==> config.mk <==
export PLATFORM = sky130hd
export DESIGN_NAME = mi3_collect
export DESIGN_NICKNAME = d
export VERILOG_FILES = /design/src/hw/rtl/mi3_pkg.sv /design/src/hw/rtl/mi3_collect.sv
export SDC_FILE = /design/constraint.sdc
export NUM_CORES = 1
export LEC_CHECK = 0
export BUFFER_PORTS_ARGS = -buffer_cell sky130_fd_sc_hd__clkbuf_2
export CORE_UTILIZATION = 40
export DETAILED_ROUTE_END_ITERATION = 16
export PLACE_DENSITY_LB_ADDON = 0.05
export SYNTH_ARGS = -nofsm -noshare
export SYNTH_HDL_FRONTEND = slang
export SYNTH_SLANG_ARGS = --single-unit
==> constraint.sdc <==
create_clock -name aclk -period 23.3 [get_ports aclk]
set_input_delay 3.495 -clock aclk [delete_from_list [all_inputs] [get_ports aclk]]
set_output_delay 3.495 -clock aclk [all_outputs]
set_load 0.05 [all_outputs]
==> src/hw/rtl/mi3_pkg.sv <==
`default_nettype none
// ----------------------------------------------------------------------------
// mi3_pkg
// Shared constants, types and tables for the 3x3 matrix inverse block.
// ----------------------------------------------------------------------------
package mi3_pkg;

    // default element format: signed Q16.16
    localparam int ELEM_WIDTH_DEF = 32;
    localparam int FRAC_BITS_DEF  = 16;

    // elements per matrix and issue index width
    localparam int NUM_ELEM = 9;
    localparam int IDX_W    = $clog2(NUM_ELEM);
    localparam logic [IDX_W-1:0] LAST_IDX = IDX_W'(NUM_ELEM - 1);

    // result status codes
    localparam logic [1:0] ST_OK   = 2'd0;
    localparam logic [1:0] ST_SING = 2'd1;
    localparam logic [1:0] ST_SAT  = 2'd2;

    // cofactor k = a[p]*a[q] - a[r]*a[s], already transposed into output order
    localparam logic [3:0] COF_IDX [0:NUM_ELEM-1][0:3] = '{
        '{4'd4, 4'd8, 4'd7, 4'd5}, '{4'd2, 4'd7, 4'd1, 4'd8}, '{4'd1, 4'd5, 4'd2, 4'd4},
        '{4'd5, 4'd6, 4'd3, 4'd8}, '{4'd0, 4'd8, 4'd2, 4'd6}, '{4'd3, 4'd2, 4'd0, 4'd5},
        '{4'd3, 4'd7, 4'd6, 4'd4}, '{4'd6, 4'd1, 4'd0, 4'd7}, '{4'd0, 4'd4, 4'd3, 4'd1}
    };

    // side info that rides with one element through the divider
    typedef struct packed {
        logic neg;   // quotient sign
        logic last;  // last element of a matrix
        logic sing;  // matrix is singular
    } mi3_tag_t;

endpackage
`default_nettype wire

==> src/hw/rtl/mi3_collect.sv <==
`default_nettype none
// ----------------------------------------------------------------------------
// mi3_collect
// Saturates quotients, gathers nine into a result, two-entry output queue.
// ----------------------------------------------------------------------------
module mi3_collect import mi3_pkg::*; #(
    parameter int ELEM_W = ELEM_WIDTH_DEF
) (
    input  wire logic                          aclk,
    input  wire logic                          aresetn,
    input  wire logic                          in_v,
    input  wire logic [ELEM_W-1:0]             quo,
    input  wire logic                          big,
    input  wire mi3_tag_t                      tag,
    output logic                               adv,
    output logic                               out_v,
    input  wire logic                          out_rdy,
    output logic [NUM_ELEM*ELEM_W+1:0]         out_data
);
    localparam int RW = NUM_ELEM * ELEM_W + 2;

    logic [ELEM_W-1:0] lim, mag, val;
    logic              sat, sat_any, push, pop;
    logic [1:0]        st;
    logic [RW-1:0]     entry;
    logic [ELEM_W-1:0] elem_reg [0:NUM_ELEM-2];
    logic              sat_acc_reg;
    logic [RW-1:0]     q0_reg, q1_reg;
    logic [1:0]        cnt_reg;

    // clamp and sign
    always_comb begin
        lim     = tag.neg ? {1'b1, {(ELEM_W-1){1'b0}}} : {1'b0, {(ELEM_W-1){1'b1}}};
        sat     = big || (quo > lim);
        mag     = sat ? lim : quo;
        val     = tag.sing ? '0 : (tag.neg ? -mag : mag);
        sat_any = sat_acc_reg || sat;
        st      = tag.sing ? ST_SING : (sat_any ? ST_SAT : ST_OK);
        for (int k = 0; k < NUM_ELEM - 1; k++) entry[k*ELEM_W +: ELEM_W] = elem_reg[k];
        entry[(NUM_ELEM-1)*ELEM_W +: ELEM_W] = val;
        entry[RW-1 -: 2] = st;
    end

    assign adv  = (cnt_reg != 2'd2) || out_rdy;
    assign push = adv && in_v && tag.last;
    assign pop  = out_v && out_rdy;

    // element shift line
    always_ff @(posedge aclk) begin
        if (adv && in_v) begin
            for (int k = 0; k < NUM_ELEM - 2; k++) elem_reg[k] <= elem_reg[k+1];
            elem_reg[NUM_ELEM-2] <= val;
        end
    end

    // saturation flag over one matrix
    always_ff @(posedge aclk) begin
        if (!aresetn) begin
            sat_acc_reg <= 1'b0;
        end else if (adv && in_v) begin
            sat_acc_reg <= tag.last ? 1'b0 : sat_any;
        end
    end

    // output queue
    always_ff @(posedge aclk) begin
        if (!aresetn) begin
            cnt_reg <= 2'd0;
        end else begin
            cnt_reg <= cnt_reg + 2'(push) - 2'(pop);
        end
    end

    always_ff @(posedge aclk) begin
        if (push && pop) begin
            if (cnt_reg == 2'd1) begin
                q0_reg <= entry;
            end else begin
                q0_reg <= q1_reg;
                q1_reg <= entry;
            end
        end else if (push) begin
            if (cnt_reg == 2'd0) q0_reg <= entry;
            else q1_reg <= entry;
        end else if (pop) begin
            q0_reg <= q1_reg;
        end
    end

    assign out_v    = cnt_reg != 2'd0;
    assign out_data = q0_reg;

    a_cnt_range: assert property (@(posedge aclk) disable iff (!aresetn)
        cnt_reg != 2'd3)
        else $error("output queue count out of range");
endmodule
`default_nettype wire
* After elaboration in Yosys (flattened, before gate mapping) *
Memory sizes are Yosys's and may differ from the RTL's.
Index checks and enable logic that the tools add are counted.

operators by class
  $add $sub $neg = 3
  magnitude comparators = 1
  equality and inequality tests = 5
  muxes and demuxes = 18
  reduce and logical (&&, ||, !) cells = 13

operator list
  operator                                        count
  2-to-1 mux 290 bit                              9
  2-to-1 mux 32 bit                               4
  greater-than comparator 32 bit                  1
  negator 32 bit                                  1
  != test 2 bit (second input constant)           3
  logical AND 1 bit                               4
  2-to-1 mux 2 bit                                2
  nonzero test 2 bit                              2
  logical OR 1 bit                                3
  2-to-1 mux 1 bit                                3
  != test 3 x 1 -> 1 bit (second input constant)  1
  AND reduction 3 bit                             1
  nonzero test 3 bit                              1
  adder 2 x 1 -> 2 bit                            1
  == test 2 x 1 -> 1 bit (second input constant)  1
  logical NOT 2 bit                               1
  AND reduction 2 bit                             1
  subtractor 2 x 1 -> 2 bit                       1

storage, ports and cells
  register bits = 583
  memory bits (writable) = 256
  bits of input ports = 40
  output and inout bits = 292
  word-level logic and storage cells = 45
  memories = 1

memory list
  memory    words  bits a word  rd ports  clocked after Yosys merged registers in  wr ports  line               source
  elem_reg  8      32           8         0                                        8         mi3_collect.sv:26  logic [ELEM_W-1:0] elem_reg [0:NUM_ELEM-2];

* Depth between registers and ports, before layout *
  depth in word-level cells = 10
  depth in mapped cells = 18
  depth with buffers taken out = 16

* Worst setup path after synthesis *
Ideal clock, no wire load.

  path type = input port to flip-flop
  from = input out_rdy
  to = register q1_reg[0] (enable)
  library setup time = 1.037 ns
  arrival time = 24.759 ns
  data required time = 22.263 ns
  path slack = -2.496 ns
  stages = 4
  path buffers = 0
  cells stage by stage = or3_1 > and2_1 > nand2_1 > a21oi_1

between the ends
  word-level cells in the longest chain between the ends = 6
  elaborated cells between the ends (all ways) = 9
  those cells by class = eq/ne: 2; reduce/logical: 7

RTL lines
  item                                                           line               source
  start, declared                                                mi3_collect.sv:17  input wire logic out_rdy,
  logical OR 1 bit                                               mi3_collect.sv:44  assign adv = (cnt_reg != 2'd2) || out_rdy;
  logical AND 1 bit (2 in a row)                                 mi3_collect.sv:45  assign push = adv && in_v && tag.last;
  logical AND 1 bit                                              mi3_collect.sv:75  if (push && pop) begin
  != test 2 bit (no line) or nonzero test 2 bit (tied branches)  -
  AND reduction 3 bit (no line) *                                -
  end signal, assigned                                           mi3_collect.sv:80  q1_reg <= entry;
  end signal, assigned                                           mi3_collect.sv:84  else q1_reg <= entry;
  end, declared                                                  mi3_collect.sv:28  logic [RW-1:0] q0_reg, q1_reg;

Mark *: on every way between the ends. The rest lies on a longest branch, timed or not.
A chain may end at the register's enable or synchronous reset.

* Worst setup path in the final report *
  from = input tag[2] (netlist name)
  to = register q0_reg[286] (netlist: out_data[286]) (data pin)

between the ends
  word-level cells in the longest chain between the ends = 10
  elaborated cells between the ends (all ways) = 11
  those cells by class = add/sub: 1; order compare: 1; mux: 8; reduce/logical: 1

RTL lines
  item                              line               source
  start, declared                   mi3_collect.sv:14  input wire mi3_tag_t tag,
  2-to-1 mux 32 bit                 mi3_collect.sv:33  lim = tag.neg ? {1'b1, {(ELEM_W-1){1'b0}}} : {1'b0, {(ELEM_W-1){1'b1}}};
  greater-than comparator 32 bit    mi3_collect.sv:34  sat = big || (quo > lim);
  logical OR 1 bit                  mi3_collect.sv:34
  2-to-1 mux 32 bit                 mi3_collect.sv:35  mag = sat ? lim : quo;
  negator 32 bit                    mi3_collect.sv:36  val = tag.sing ? '0 : (tag.neg ? -mag : mag);
  2-to-1 mux 32 bit * (2 in a row)  mi3_collect.sv:36
  2-to-1 mux 290 bit                mi3_collect.sv:83  if (cnt_reg == 2'd0) q0_reg <= entry;
  2-to-1 mux 290 bit                mi3_collect.sv:82  end else if (push) begin
  2-to-1 mux 290 bit *              mi3_collect.sv:75
  end signal, assigned              mi3_collect.sv:77  q0_reg <= entry;
  end signal, assigned              mi3_collect.sv:83
  end signal, assigned              mi3_collect.sv:86  q0_reg <= q1_reg;
  end, declared                     mi3_collect.sv:28

Mark *: on every way between the ends. The rest lies on a longest branch, timed or not. The select of a mux whose other input is x is not followed.

==> results.md <==
- Dpl cells: 3412
- First-pass GRT wire length: 106000 um
- Port-buffer cells: 331
- Drt pass-1 iters: 5
- GPL Wtd Cong: 0.860
- Routed wire length: 70200 um
- Final instance area: 0.0366 sq mm
- LEAKAGE: 14.0 nW
- Critical path class: in -> reg
- Die X: 281 um
- Starting Density: 0.407
- P_sw: 1.64 mW
- R2R depth: 8
- DR iter-0 viols: 1061
- Synth Register Bits: 839
- Max-slew violation count: 0
- Logic pwr share: 0.238
- Final-report setup violation count: 0
- R2R Path End: q1_reg[55]
- Sequential area share after synthesis: 0.811
- H-tree depth: 3
- Initial antenna violation count: 0
- Fmax: 0.122 GHz
- EDFF count, synth: 836
- Worst Hold Path EP: q1_reg[23]
- CTS Sinks: 839
- Power per cell area: 127 mW/mm^2
- Placement Rows: 101
- Clock power share: 0.289
- Max-cap viol count: 0
- Clk Latency, worst-skew pair: 0.62 ns
- Congestion Overflow GR: 0
- CP Data Required Time: 23.65 ns
- Placeable core area: 0.0763 sq mm
- Critical Path Start Type: input port
- FF-to-FF Start: cnt_reg[1]
- Die area: 0.0787 sq mm
- CP endpoint kind: flop
- Yosys warns: 0
- Internal: 3.02 mW
- Synth Flop Type: edfxtp_1
- HPWL Detailed: 43200 um
- Worst hold path class: reg -> reg
- Vias in the first global route: 16989
- Reg clk slew, reported paths: 0.06 ns
- Post-synthesis cell type count: 63
- Syn Inst Count: 2119
- Postcts setup bufs: 0
- Via count: 17336
- Fraction of layout cells with a size suffix above 1: 0.195
- CTS tree: yes
- Async set-reset flop share out of synthesis: 0
- Seq pwr share: 0.473
- Largest net degree at the start of global routing: 153
- CTS Buf Count: 88
- Syn-to-layout area delta: 18.0%
- Total GRT Usage: 0.178
- Post-CTS sizing: 0
- Relative slew slack: 0.295
- Clock Path Buffers: 3
- Antenna Violating Nets Remaining: 0
- Placed Area: 0.0339 sq mm
- Max FO, Critical Path: 76
- Top Ports: 332
- Final Skew: 0.0404 ns
- Overall Power: 4.65 mW
- Worst-Margin Slew: 1.06 ns
- CP Data Arrival Time: 8.55 ns
- Final nets: 2547
- Vias per std cell: 4.85
- Mapped Avg Cell Area: 14.6 sq um
- Routed wire per std cell: 19.6 um
- Fin cells: 3572
- Fin crit share: 0.352
- Layout fillers: 6750
- Peak supply drop: 0.0945 mV
- Hold Buf Count CTS: 0
- Fin. Hold Viols: 0
- Synth Net Count: 2194
- Root Buffer: clkbuf_16
- Fin Setup TNS: 0 ns
- Status: finished clean
- Hold path start: elem_reg[0][23]
- # diodes: 0
- Synth Cell Area: 0.0310 sq mm
- Min Tclk post-route: 8.20 ns
- DRC Markers: 0
- R2r setup slk: 17.78 ns
- Sw Share: 0.352
- Worst hold slack: 0.445 ns
- DIE HEIGHT: 281 um
- Hold Path Stages: 0
- RSZ-0062 raised after global routing: false
layout by cell type, fill, tap and decap left out, types with 7 or more instances in the layout:
cell type  count
edfxtp_1     836
nand2_1      828
clkbuf_2     331
clkbuf_16     90
nor2_1        57
o21ai_0       48
nor3_1        40
ha_1          35
a21oi_1       32
clkinv_1      20
clkbuf_1      19
buf_4         19
o31ai_1       16
clkinv_2      15
o22a_1        10
inv_1          9
or3_1          8
nand4_1        7
nor4_1         7
Yosys cell counts (all sizes together) (2+ instances only):
library cell / instances / area [sq um]
o211ai: 5 / 42.5
nor2b: 2 / 12.5
a211oi: 4 / 30.0
a31o: 2 / 17.5
and3: 4 / 25.0
a21o: 2 / 15.0
mux2i: 4 / 40.0
clkbuf: 80 / 300
dfxtp: 3 / 60.1
nand2b: 4 / 25.0
o21a: 3 / 22.5
or3: 9 / 61.3
nand3: 8 / 45.0
or4: 8 / 67.6
a21oi: 33 / 165
o21ai: 50 / 250
o41ai: 2 / 17.5
mux2: 5 / 60.1
nand2: 829 / 3110
o22a: 10 / 87.6
a221oi: 2 / 17.5
nor2: 57 / 214
edfxtp: 836 / 25100
inv: 9 / 33.8
nor3: 41 / 216
ha: 35 / 438
nor4: 8 / 65.1
o31ai: 16 / 120
and2: 5 / 31.3
xnor2: 3 / 26.3
or2: 2 / 12.5
nand4: 7 / 43.8
o311ai: 3 / 26.3
a2111oi: 2 / 23.8
buf: 9 / 53.8
o31a: 2 / 17.5
layer usage:
| layer | up-vias | GRT usage | part of all wire |
|---|---|---|---|
| met1 | 8475 | 0.253 | 0.46 |
| met5 | - | 0 | 0 |
| li1 | 8320 | - | - |
| met2 | 441 | 0.278 | 0.47 |
| met4 | 0 | 0.0607 | 0.024 |
| met3 | 100 | 0.0299 | 0.048 |
stage by stage:
stage | utilization | setup slack, ns
final | 0.480 | 15.10
after global routing | 0.480 | 14.68
after CTS | 0.480 | 15.12
after detailed placement | 0.443 | 14.48
after global placement | 0.443 | 14.63
after floorplan | - | 3.78
cells by family (layout without fill, tap and decap cells):
group / Yosys count / after routing / synth area share
AOI/OAI and AO/OA: 147 / 147 / 0.0305
xor gates and xnor gates: 4 / 4 / 0.00113
adders and majority gates: 35 / 35 / 0.0141
buffers and inverters: 98 / 521 / 0.0125
DFF: 839 / 839 / 0.811
muxes: 9 / 9 / 0.00323
and+or+nand+nor: 987 / 987 / 0.128
power by group through the flow:
stage / Combinational [mW] / Sequential [mW] / Clock (mW)
floorplan: 0.224 / 2.85 / 0
global placement: 1.13 / 2.23 / 0
detailed placement: 1.13 / 2.23 / 0
CTS: 1.13 / 2.20 / 1.39
global route: 1.17 / 2.23 / 1.44
finish: 1.11 / 2.20 / 1.34
how the worst max path moves through the flow:
| stage | startpoint | endpoint | depth (start not counted) |
|---|---|---|---|
| after global routing | tag[2] | elem_reg[1][102] | 15 |
| after floorplan | out_rdy | q1_reg[0] | 4 |
| after global placement | out_rdy | q1_reg[19] | 8 |
| final | tag[2] | out_data[286] | 15 |
| after detailed placement | tag[2] | out_data[286] | 15 |
| after CTS | tag[2] | out_data[286] | 15 |
final cells by class:
type                       count  area (sq um)  share of cell area
sequential                   839         25200               0.687
clock inverter                51           455              0.0124
inverter                       9          33.8            0.000922
timing repair buffer         352          1840              0.0502
multi-input combinational   1182          5520               0.151
clock buffer                 109          2320              0.0634
tap                         1030          1290              0.0352
worst max-delay path: stages:
cell	delay [ns]
clkbuf_2	0.09
buf_4	0.60
ha_1	0.27
nand4_1	0.19
nor4_1	0.69
and3_1	0.27
a31o_2	0.12
o211ai_1	0.13
o21ai_0	0.32
ha_1	0.74
inv_1	0.36
nor2_1	0.64
o21ai_0	0.18
o311ai_0	0.19
o21ai_0	0.18
No activity file was read; power rests on OpenSTA's default activity.
